==> config.mk <==
export PLATFORM = sky130hd
export DESIGN_NAME = nested_comment_stripper
export DESIGN_NICKNAME = d
export VERILOG_FILES = /design/src/hdl/ncs_pkg.sv /design/src/hdl/ncs_front.sv /design/src/hdl/ncs_queue.sv /design/src/hdl/ncs_back.sv /design/src/hdl/nested_comment_stripper.sv
export SDC_FILE = /design/constraint.sdc
export NUM_CORES = 1
export LEC_CHECK = 0
export BUFFER_PORTS_ARGS = -buffer_cell sky130_fd_sc_hd__buf_4
export CAP_MARGIN = 30
export CELL_PAD_IN_SITES_DETAIL_PLACEMENT = 0
export CELL_PAD_IN_SITES_GLOBAL_PLACEMENT = 1
export CORE_MARGIN = 2
export CORE_UTILIZATION = 30
export DETAILED_ROUTE_END_ITERATION = 7
export GPL_ROUTABILITY_DRIVEN = 0
export GPL_TIMING_DRIVEN = 0
export HOLD_SLACK_MARGIN = 0.06
export PLACE_DENSITY_LB_ADDON = 0.1
export SLEW_MARGIN = 20
export SYNTH_ARGS = -nofsm -noshare
export SYNTH_HDL_FRONTEND = slang
export SYNTH_HIERARCHICAL = 1
export SYNTH_SLANG_ARGS = --single-unit
export TNS_END_PERCENT = 20
==> constraint.sdc <==
create_clock -name clk -period 3.6 [get_ports clk]
set_clock_uncertainty 0.15 [all_clocks]
set_input_delay 0.72 -clock clk [delete_from_list [all_inputs] [get_ports clk]]
set_output_delay 0.72 -clock clk [all_outputs]
set_load 0.01 [all_outputs]
==> src/hdl/ncs_pkg.sv <==
// ----------------------------------------------------------------------------
// Nested comment stripper package
// Shared types, character codes, scan modes and result kinds.
// ----------------------------------------------------------------------------
package ncs_pkg;

  // Default nesting limit for block comments.
  localparam int DEF_MAX_DEPTH = 255;

  // Depth of the record queue between the scanner and the output stage.
  localparam int QUEUE_DEPTH = 4;
  localparam int QPTR_W      = $clog2(QUEUE_DEPTH);
  localparam int QCNT_W      = $clog2(QUEUE_DEPTH + 1);

  // Characters that steer the scanner.
  localparam logic [7:0] CH_SLASH = 8'h2F;
  localparam logic [7:0] CH_STAR  = 8'h2A;
  localparam logic [7:0] CH_NL    = 8'h0A;

  // Scan modes.
  localparam int MODE_W = 3;
  localparam logic [MODE_W-1:0] M_NORMAL = 3'd0;
  localparam logic [MODE_W-1:0] M_SLASH  = 3'd1;
  localparam logic [MODE_W-1:0] M_LINE   = 3'd2;
  localparam logic [MODE_W-1:0] M_BLOCK  = 3'd3;
  localparam logic [MODE_W-1:0] M_BSLASH = 3'd4;
  localparam logic [MODE_W-1:0] M_BSTAR  = 3'd5;

  // Result kinds.
  localparam logic [1:0] K_CHAR     = 2'd0;
  localparam logic [1:0] K_END      = 2'd1;
  localparam logic [1:0] K_OPEN_END = 2'd2;
  localparam logic [1:0] K_OVERFLOW = 2'd3;

  // One result item.
  typedef struct packed {
    logic [7:0] ch;
    logic [1:0] kind;
  } res_t;

  // All results caused by one request: one or two items.
  typedef struct packed {
    logic two;
    res_t r0;
    res_t r1;
  } rec_t;

  // Queue status seen by both sides.
  typedef struct packed {
    logic full;
    logic empty;
  } qstat_t;

endpackage

==> src/hdl/ncs_front.sv <==
// ----------------------------------------------------------------------------
// Nested comment stripper scanner
// Holds mode and nesting depth, classifies each request and builds the
// record of results it causes.
// ----------------------------------------------------------------------------
module ncs_front import ncs_pkg::*; #(
  parameter int MAX_DEPTH = DEF_MAX_DEPTH
) (
  input  logic       clk,
  input  logic       rst_n,
  input  logic       in_push,
  input  logic [7:0] in_char,
  input  logic       in_is_end,
  input  qstat_t     qstat,
  output logic       in_full,
  output logic       rec_push,
  output rec_t       rec
);

  localparam int DEPTH_W = $clog2(MAX_DEPTH + 1);
  localparam logic [DEPTH_W-1:0] DEPTH_MAX = DEPTH_W'(MAX_DEPTH);
  localparam logic [DEPTH_W-1:0] DEPTH_ONE = DEPTH_W'(1);

  logic [MODE_W-1:0]  mode_r, mode_nxt, mode;
  logic [DEPTH_W-1:0] depth_r, depth_nxt, depth_dec;
  logic               accept;
  logic               has_res;
  logic               at_limit;

  // A request is taken whenever the queue has room.
  assign in_full = qstat.full;
  assign accept  = in_push && !qstat.full;

  // Unused mode codes behave as normal text.
  assign mode      = (mode_r > M_BSTAR) ? M_NORMAL : mode_r;
  assign at_limit  = (depth_r >= DEPTH_MAX);
  assign depth_dec = (depth_r != '0) ? (depth_r - DEPTH_ONE) : depth_r;

  // Next state and the results caused by this request.
  always_comb begin
    mode_nxt  = mode;
    depth_nxt = depth_r;
    has_res   = 1'b0;
    rec       = '0;
    if (in_is_end) begin
      has_res   = 1'b1;
      mode_nxt  = M_NORMAL;
      depth_nxt = '0;
      if (mode == M_SLASH) begin
        rec.two     = 1'b1;
        rec.r0.ch   = CH_SLASH;
        rec.r0.kind = K_CHAR;
        rec.r1.kind = K_END;
      end else if (mode == M_BLOCK || mode == M_BSLASH || mode == M_BSTAR) begin
        rec.r0.kind = K_OPEN_END;
      end else begin
        rec.r0.kind = K_END;
      end
    end else begin
      case (mode)
        M_SLASH: begin
          if (in_char == CH_STAR) begin
            // Outermost open: depth restarts at one.
            mode_nxt  = M_BLOCK;
            depth_nxt = DEPTH_ONE;
          end else if (in_char == CH_SLASH) begin
            mode_nxt = M_LINE;
          end else begin
            has_res     = 1'b1;
            rec.two     = 1'b1;
            rec.r0.ch   = CH_SLASH;
            rec.r0.kind = K_CHAR;
            rec.r1.ch   = in_char;
            rec.r1.kind = K_CHAR;
            mode_nxt    = M_NORMAL;
          end
        end
        M_LINE: begin
          if (in_char == CH_NL) begin
            mode_nxt = M_NORMAL;
          end
        end
        M_BSLASH: begin
          if (in_char == CH_STAR) begin
            // Nested open; saturates at the limit and flags it.
            mode_nxt = M_BLOCK;
            if (at_limit) begin
              depth_nxt   = DEPTH_MAX;
              has_res     = 1'b1;
              rec.r0.kind = K_OVERFLOW;
            end else begin
              depth_nxt = depth_r + DEPTH_ONE;
            end
          end else if (in_char != CH_SLASH) begin
            mode_nxt = M_BLOCK;
          end
        end
        M_BSTAR: begin
          if (in_char == CH_SLASH) begin
            depth_nxt = depth_dec;
            mode_nxt  = (depth_dec == '0) ? M_NORMAL : M_BLOCK;
          end else if (in_char != CH_STAR) begin
            mode_nxt = M_BLOCK;
          end
        end
        M_BLOCK: begin
          if (in_char == CH_SLASH) begin
            mode_nxt = M_BSLASH;
          end else if (in_char == CH_STAR) begin
            mode_nxt = M_BSTAR;
          end
        end
        default: begin
          if (in_char == CH_SLASH) begin
            mode_nxt = M_SLASH;
          end else begin
            has_res     = 1'b1;
            rec.r0.ch   = in_char;
            rec.r0.kind = K_CHAR;
            mode_nxt    = M_NORMAL;
          end
        end
      endcase
    end
  end

  assign rec_push = accept && has_res;

  // Scanner state.
  always_ff @(posedge clk) begin
    if (!rst_n) begin
      mode_r  <= M_NORMAL;
      depth_r <= '0;
    end else if (accept) begin
      mode_r  <= mode_nxt;
      depth_r <= depth_nxt;
    end
  end

endmodule

==> src/hdl/ncs_queue.sv <==
// ----------------------------------------------------------------------------
// Nested comment stripper record queue
// Short first-in first-out buffer that decouples scanner and output stage.
// ----------------------------------------------------------------------------
module ncs_queue import ncs_pkg::*; (
  input  logic   clk,
  input  logic   rst_n,
  input  logic   wr_en,
  input  rec_t   wr_rec,
  input  logic   rd_en,
  output rec_t   rd_rec,
  output qstat_t qstat
);

  rec_t              slot_r [QUEUE_DEPTH];
  logic [QPTR_W-1:0] wptr_r, rptr_r;
  logic [QCNT_W-1:0] cnt_r;
  logic              do_wr, do_rd;

  assign qstat.full  = (cnt_r == QCNT_W'(QUEUE_DEPTH));
  assign qstat.empty = (cnt_r == '0);
  assign do_wr       = wr_en && !qstat.full;
  assign do_rd       = rd_en && !qstat.empty;
  assign rd_rec      = slot_r[rptr_r];

  // Entry storage.
  always_ff @(posedge clk) begin
    if (do_wr) begin
      slot_r[wptr_r] <= wr_rec;
    end
  end

  // Pointers and fill count.
  always_ff @(posedge clk) begin
    if (!rst_n) begin
      wptr_r <= '0;
      rptr_r <= '0;
      cnt_r  <= '0;
    end else begin
      if (do_wr) begin
        wptr_r <= wptr_r + QPTR_W'(1);
      end
      if (do_rd) begin
        rptr_r <= rptr_r + QPTR_W'(1);
      end
      if (do_wr && !do_rd) begin
        cnt_r <= cnt_r + QCNT_W'(1);
      end else if (do_rd && !do_wr) begin
        cnt_r <= cnt_r - QCNT_W'(1);
      end
    end
  end

endmodule

==> src/hdl/ncs_back.sv <==
// ----------------------------------------------------------------------------
// Nested comment stripper output stage
// Takes records from the queue and hands out their results one at a time.
// ----------------------------------------------------------------------------
module ncs_back import ncs_pkg::*; (
  input  logic       clk,
  input  logic       rst_n,
  input  qstat_t     qstat,
  input  rec_t       rd_rec,
  output logic       rd_en,
  input  logic       out_pop,
  output logic       out_empty,
  output logic [7:0] out_char,
  output logic [1:0] out_kind,
  output logic       out_last
);

  rec_t cur_r;
  logic vld_r;
  logic idx_r;
  logic taken;
  logic cur_done;
  logic load;
  res_t res;

  assign taken    = out_pop && vld_r;
  assign cur_done = !cur_r.two || idx_r;
  // Refill when empty or when the final result of the record leaves.
  assign load     = !vld_r || (taken && cur_done);
  assign rd_en    = load && !qstat.empty;

  // Result selection.
  assign res       = idx_r ? cur_r.r1 : cur_r.r0;
  assign out_empty = !vld_r;
  assign out_char  = res.ch;
  assign out_kind  = res.kind;
  assign out_last  = cur_done;

  // Current record payload.
  always_ff @(posedge clk) begin
    if (rd_en) begin
      cur_r <= rd_rec;
    end
  end

  // Output control.
  always_ff @(posedge clk) begin
    if (!rst_n) begin
      vld_r <= 1'b0;
      idx_r <= 1'b0;
    end else if (load) begin
      vld_r <= !qstat.empty;
      idx_r <= 1'b0;
    end else if (taken) begin
      idx_r <= 1'b1;
    end
  end

endmodule

==> src/hdl/nested_comment_stripper.sv <==
// ----------------------------------------------------------------------------
// Nested comment stripper
// Removes nested block comments and line comments from a byte stream.
// ----------------------------------------------------------------------------
//  Channel  Direction  Handshake          Payload
//  in       input      in_push / in_full  in_char, in_is_end
//  out      output     out_empty/out_pop  out_char, out_kind, out_last
//
//  One request is taken per cycle while the record queue has room; the
//  scanner's mode and depth registers change only on a taken request. A result
//  passes the record queue and the output register before the output ports;
//  a request with two results holds the output for two pops.
//  Synchronous active-low reset returns the scanner to normal text, depth 0,
//  and empties the queue and the output stage.
//  When out_pop stays low, up to four records wait in the queue plus one at
//  the output before in_full rises.
// ----------------------------------------------------------------------------
module nested_comment_stripper import ncs_pkg::*; #(
  parameter int MAX_DEPTH = DEF_MAX_DEPTH
) (
  input  logic       clk,
  input  logic       rst_n,
  input  logic       in_push,
  output logic       in_full,
  input  logic [7:0] in_char,
  input  logic       in_is_end,
  output logic       out_empty,
  input  logic       out_pop,
  output logic [7:0] out_char,
  output logic [1:0] out_kind,
  output logic       out_last
);

  qstat_t qstat;
  rec_t   wr_rec, rd_rec;
  logic   wr_en, rd_en;

  // Scanner.
  ncs_front #(
    .MAX_DEPTH (MAX_DEPTH)
  ) u_front (
    .clk       (clk),
    .rst_n     (rst_n),
    .in_push   (in_push),
    .in_char   (in_char),
    .in_is_end (in_is_end),
    .qstat     (qstat),
    .in_full   (in_full),
    .rec_push  (wr_en),
    .rec       (wr_rec)
  );

  // Record queue.
  ncs_queue u_queue (
    .clk    (clk),
    .rst_n  (rst_n),
    .wr_en  (wr_en),
    .wr_rec (wr_rec),
    .rd_en  (rd_en),
    .rd_rec (rd_rec),
    .qstat  (qstat)
  );

  // Output stage.
  ncs_back u_back (
    .clk       (clk),
    .rst_n     (rst_n),
    .qstat     (qstat),
    .rd_rec    (rd_rec),
    .rd_en     (rd_en),
    .out_pop   (out_pop),
    .out_empty (out_empty),
    .out_char  (out_char),
    .out_kind  (out_kind),
    .out_last  (out_last)
  );

endmodule

Yosys cells after proc, flatten, opt, wreduce, memory -nomap -nowiden:

Memories as Yosys holds them, arrays and structs flattened. A register that Yosys moved wholly into a read port is not among the register bits.
Index checks and enable logic that the tools add are counted.

* bits in writable memories: 84
* bits in registers: 20
* word-level logic and storage cells: 107
* output and inout port bits: 13
* memories: 1

* bitwise logic cells: 1
* multiplexer cells: 48
* reductions and logical operators: 28
* add/subtract/negate cells: 6
* order comparisons: 2
* equality and inequality tests: 14

Memories
* u_queue.slot_r: depth 4, width 21, rd ports 1, clocked after Yosys merged registers in 1, write ports 1, RTL line ncs_queue.sv:15 `rec_t slot_r [QUEUE_DEPTH];`

Operators with widths (number)
* 8-bit two-way mux: 7
* 21-bit two-way mux: 2
* 3-bit two-way mux: 12
* 10-bit two-way mux: 3
* 8-bit one-hot mux with 3 select lines: 1
* 8-bit by 6-bit == test with 1-bit output (second input constant): 2
* 8-bit by 6-bit inequality test with 1-bit output (second input constant): 2
* 8-bit one-hot mux with 2 select lines: 1
* 3-bit one-hot mux with 5 select lines: 1
* 2-bit two-way mux: 7
* 11-bit two-way mux: 1
* 1-bit two-way mux: 10
* 3-bit == test (second input constant): 3
* 1-bit logical AND: 9
* 9-bit two-way mux: 1
* 3-bit inequality test (second input constant): 3
* 8-bit by 1-bit adder with 8-bit output (second input constant): 1
* 8-bit by 4-bit == test with 1-bit output (second input constant): 1
* 8-bit greater-or-equal comparator (second input constant): 1
* 8-bit zero test: 1
* 8-bit nonzero test: 1
* 8-bit by 1-bit subtractor with 8-bit output (second input constant): 1
* 3-bit by 2-bit == test with 1-bit output (second input constant): 2
* 1-bit zero test: 6
* other kinds (16): 20

Depth between registers and ports, before layout:

* depth after elaboration: 12
* depth in mapped cells: 15

By module:

Netlist, hierarchy kept.

By module, submodules not included
* ncs_queue: area each 3517.1 um^2, cells an instance 157, times used 1
* ncs_front: area each 1515.2 um^2, cells an instance 218, times used 1
* ncs_back: area each 893.4 um^2, cells an instance 43, times used 1

Least setup slack after synthesis:

OpenSTA, ideal clock, no wires.

* path kind: input to register
* start point: input port in_char[7]
* end point: register u_queue.cnt_r[2]
* arrival time: 3338 ps
* path slack: 42 ps
* buffers on the path: 1
* cell stages on the path: 13
* data required time: 3380 ps
* cell sequence: and4bb_2 -> nand3_1 -> nor4_1 -> a21oi_1 -> a21oi_1 -> nor2b_1 -> buf_6 -> ha_1 -> inv_1 -> fa_1 -> xor2_1 -> or3_1 -> a21boi_1

* longest elaborated chain between the ends: 10

Ends and longest elaborated chain
* from (decl): RTL line nested_comment_stripper.sv:25 `input logic [7:0] in_char,`
* 8-bit by 6-bit == test with 1-bit output: RTL line ncs_front.sv:66, ncs_front.sv:114
* 1-bit two-way mux: RTL line ncs_front.sv:66, ncs_front.sv:114
* 1-bit two-way mux: RTL line ncs_front.sv:62 `if (in_char == CH_STAR) begin`
* 1-bit one-hot mux with 3 select lines *: RTL line ncs_front.sv:60 `case (mode)`
* 1-bit two-way mux *: RTL line ncs_front.sv:45 `if (in_is_end) begin`
* 1-bit logical AND *: RTL line ncs_front.sv:127 `assign rec_push = accept && has_res;`
* net wr_en: RTL line nested_comment_stripper.sv:36 `logic wr_en, rd_en;`
* 1-bit logical AND *: RTL line ncs_queue.sv:22 `assign do_wr = wr_en && !qstat.full;`
* net u_queue.do_wr: RTL line ncs_queue.sv:18 `logic do_wr, do_rd;`
* 1-bit zero test: RTL line ncs_queue.sv:48 `end else if (do_rd && !do_wr) begin`
* 1-bit logical AND: RTL line ncs_queue.sv:48
* 2-bit nonzero test (no line)
* to (signal assigned): RTL line ncs_queue.sv:47 `cnt_r <= cnt_r + QCNT_W'(1);`
* to (signal assigned): RTL line ncs_queue.sv:49 `cnt_r <= cnt_r - QCNT_W'(1);`
* to (decl): RTL line ncs_queue.sv:17 `logic [QCNT_W-1:0] cnt_r;`

The timed path passes the listed nets; every way through them passes the cells marked *.
A chain may end at the register's enable or synchronous reset.

Worst setup path in the final report:

* start point: register u_front.depth_r[0]
* end point: register u_queue.cnt_r[2]

* longest elaborated chain between the ends: 10

Ends and longest elaborated chain
* from (decl): RTL line ncs_front.sv:25 `logic [DEPTH_W-1:0] depth_r, depth_nxt, depth_dec;`
* from (signal assigned): RTL line ncs_front.sv:136 `depth_r <= depth_nxt;`
* 8-bit greater-or-equal comparator *: RTL line ncs_front.sv:36 `assign at_limit = (depth_r >= DEPTH_MAX);`
* 1-bit two-way mux *: RTL line ncs_front.sv:87 `if (at_limit) begin`
* 1-bit two-way mux *: RTL line ncs_front.sv:84 `if (in_char == CH_STAR) begin`
* 1-bit one-hot mux with 3 select lines *: RTL line ncs_front.sv:60
* 1-bit two-way mux *: RTL line ncs_front.sv:45
* 1-bit logical AND *: RTL line ncs_front.sv:127
* net wr_en: RTL line nested_comment_stripper.sv:36
* 1-bit logical AND *: RTL line ncs_queue.sv:22
* net u_queue.do_wr: RTL line ncs_queue.sv:18
* 1-bit zero test: RTL line ncs_queue.sv:48
* 1-bit logical AND: RTL line ncs_queue.sv:48
* 2-bit nonzero test (no line)

Marked as above.

==> out/results.tsv <==
metric	value	unit
status	completed	
switching part of the total	26.5	%
largest net degree at the start of global routing	22	
cts bufs inserted	17	
Int Power	3640	uW
die width	145	um
nets	495	
Starting Density	30.5	%
DRC	0	
CP max FO	7	
multiplexer share of the synthesized area	11.9	%
share of the synthesized area in the top cell type	53.2	%
Fin. Hold Viols	0	
Reg clk slew, reported paths	0.06	ns
post-synthesis simple-gate area fraction	11.6	%
most frequent cell after synthesis	edfxtp_1	
CORE AREA	19400	um^2
syn nets	439	
vias in the first global route	3835	
vias post-DR	3711	
port bufs	24	
largest family of logic cells by synthesized area	multiplexers	
# IOs	26	
final setup vio count	0	
CTS max path bufs	2	
part of the cycle the worst path needs	95.7	%
largest area contributor in the netlist	edfxtp_1	
Worst Setup End Kind	flip-flop	
htree depth	4	
flops & latches, synth	127	
ys flop type	edfxtp_1	
slowest stage delay, CP	0.42	ns
Area Overhead vs Synth	21.3	%
final WL	14500	um
CTS tree	built	
global route overflow	0	
Commonest cells post-synth	edfxtp_1 (105), dfxtp_1 (22), and2_1 (21), mux4_2 (21), nor2_1 (19)	
Logic pwr share	23.4	%
fillers	1903	
wire per inst	19.2	um
cell chosen for the clock root	clkbuf_16	
f_max	290	MHz
Leak	0.00251	uW
number of synthesis warnings	6	
Pins Over Slew Limit	0	
Clock Power Share	34.5	%
synth top area cells	edfxtp_1 (53%), mux4_2 (8.0%), dfxtp_1 (7.4%)	
post-layout minimum cycle time	3.44	ns
first-pass GRT wire length	22400	um
worst slew pin tran	0.821	ns
MaxCap Viol Count	0	
count of flip-flops with a built-in enable after synthesis	105	
Worst EP arrival	3.64	ns
initial drt markers	204	
critical path type	flip-flop to flip-flop	
Synth Area in Compound Gates	9.54	%
Worst-Skew Late Latency	0.41	ns
die area	20900	um^2
Post-Syn Instances	418	
dpl hpwl	9440	um
CP required	3.80	ns
Post-Layout Cell Count	752	
antenna violations before repair	0	
Synth Area in XOR/XNOR	1.03	%
VDD IR-drop max	322	uV
share of cells above drive strength 1	27.1	%
Switching Power	1310	uW
Sequential cell area	3600	um^2
drt pass-1 iters	4	
Total GRT Usage	15.0	%
ys async rst share	0	%
slowest stage cell, crit path	fa_1	
Seq pwr share	42.1	%
clock sinks	127	
Die Ht	145	um
power density cells	690	nW/um^2
worst-path cell chain	ha_2 -> and3_4 -> nand4_1 -> nor4_2 -> a21oi_1 -> a21oi_1 -> nor2b_1 -> buf_6 -> ha_1 -> inv_1 -> fa_1 -> xor2_1 -> or3_1 -> a21boi_1	
row cnt	51	
Final ANT Viol Nets	0	
Worst slew margin	44.9	%
mean area per synthesized cell	14.2	um^2
area of the multi-input gates	2160	um^2
CP dominant cell by count	a21oi_1	
Synth cell types	70	
Placed Instances	709	
synthesized area	5930	um^2
Seq/Total Area, Yosys	60.6	%
Hold WC Path Type	flip-flop to flip-flop	
adder-cell share of the synthesized area	1.82	%
DR vias/cell	4.93	
total power	4960	uW
startpoint types	flip-flop	
diodes inserted	0	
state kept, by name, indices dropped and copies added (netlist names), named ones only:
register	flops
u_queue/slot_r	84
u_back/idx_r	1
u_queue/wptr_r	2
u_back/vld_r	1
u_queue/rptr_r	2
u_queue/cnt_r	3
u_front/depth_r	8
u_front/mode_r	3
u_back/cur_r	21
cell usage in the layout, fill, tap and decap left out, types with 5 or more instances in the layout:
cell       count
ha_1           6
nor2b_1        5
xnor2_1        5
buf_6          5
a31oi_1        5
mux4_2        21
buf_4         39
a21oi_1       11
edfxtp_1     105
buf_2          5
nor3b_1        5
inv_1         13
and2_1        17
and3_1         7
dfxtp_1       20
mux2i_1        6
a21o_1         6
mux2_4        10
nand3_1        6
nand2_1       14
clkbuf_16     17
nand2b_1       6
nor2_1        18
nor3_1        12
o21ai_0       10
clkbuf_1      13
what timing repair did:
| item | 4_1_cts | 5_1_grt |
|---|---|---|
| buffers inserted | 11 | 2 |
| hold buffers | 0 | 0 |
| resized for setup | 3 | 5 |
| setup endpoints to repair | 75 | 2 |
| cloned | 0 | 0 |
| pin swaps | 2 | 2 |
cell families after synthesis:
group | after synthesis
DFF | 127
and+or+nand+nor | 119
AOI/OAI and AO/OA | 77
buffers and inverters | 40
muxes | 39
adders and majority gates | 8
xor gates and xnor gates | 7
other | 1
through the flow:
stage          TNS [ns]  setup WS, ns  hold WS, ns  cell area, um^2  utilization, %
2_1_floorplan         0        0.0422        0.302             5930               -
3_3_place_gp     -53.88        -0.652        0.320             6440            33.2
3_5_place_dp     -10.08        -0.468        0.318             6480            33.4
4_1_cts               0        0.0289        0.330             7160            36.9
5_1_grt         -0.0426       -0.0426        0.352             7190            37.1
6_report              0         0.156        0.331             7190            37.1
worst paths after layout:
path                                        start                            end  slack (ns)  depth (start not counted)
hold / removal          u_back/vld_r$_SDFFE_PN0P_      u_back/idx_r$_SDFFE_PP0P_        0.33                          1
setup / recovery  u_front/depth_r[0]$_SDFFE_PN0P_  u_queue/cnt_r[2]$_SDFFE_PN0P_        0.16                         14
setup reg to reg  u_front/depth_r[0]$_SDFFE_PN0P_  u_queue/cnt_r[2]$_SDFFE_PN0P_        0.16                         14
hold reg to reg         u_back/vld_r$_SDFFE_PN0P_      u_back/idx_r$_SDFFE_PP0P_        0.33                          1
metal layers:
metal / track usage, % / part of all wire, %
met5: 0 / 0
met4: 5.42 / 1.2
met3: 2.88 / 4.0
met2: 24.4 / 49
met1: 20.0 / 46
power groups by stage:
stage / Sequential, uW / Combinational (uW) / Clock (uW)
5_1_grt: 2120 / 1280 / 1810
2_1_floorplan: 2090 / 765 / 0
6_report: 2090 / 1160 / 1710
3_3_place_gp: 2120 / 1120 / 0
3_5_place_dp: 2120 / 1200 / 0
4_1_cts: 2100 / 1210 / 1760
area by class of cell:
| cell class | instances | share of cell area (%) |
|---|---|---|
| multi-input combinational | 251 | 30.1 |
| clock inverter | 14 | 2.30 |
| clock buffer | 18 | 5.97 |
| tap | 265 | 4.61 |
| buffer | 24 | 1.95 |
| timing repair buffer | 40 | 4.38 |
| inverter | 13 | 0.679 |
| sequential | 127 | 50.0 |
worst max-delay path, delay by kind of cell (launching register included):
family | cells | cell delay, ns
buffers and inverters | 2 | 0.21
AND/OR/NAND/NOR | 5 | 1.18
XOR/XNOR | 1 | 0.17
adder cells (fa/ha/maj) | 3 | 0.83
AO/OA/AOI/OAI | 3 | 0.43
flip-flops | 1 | 0.40
(Power assumes the default switching activity.)
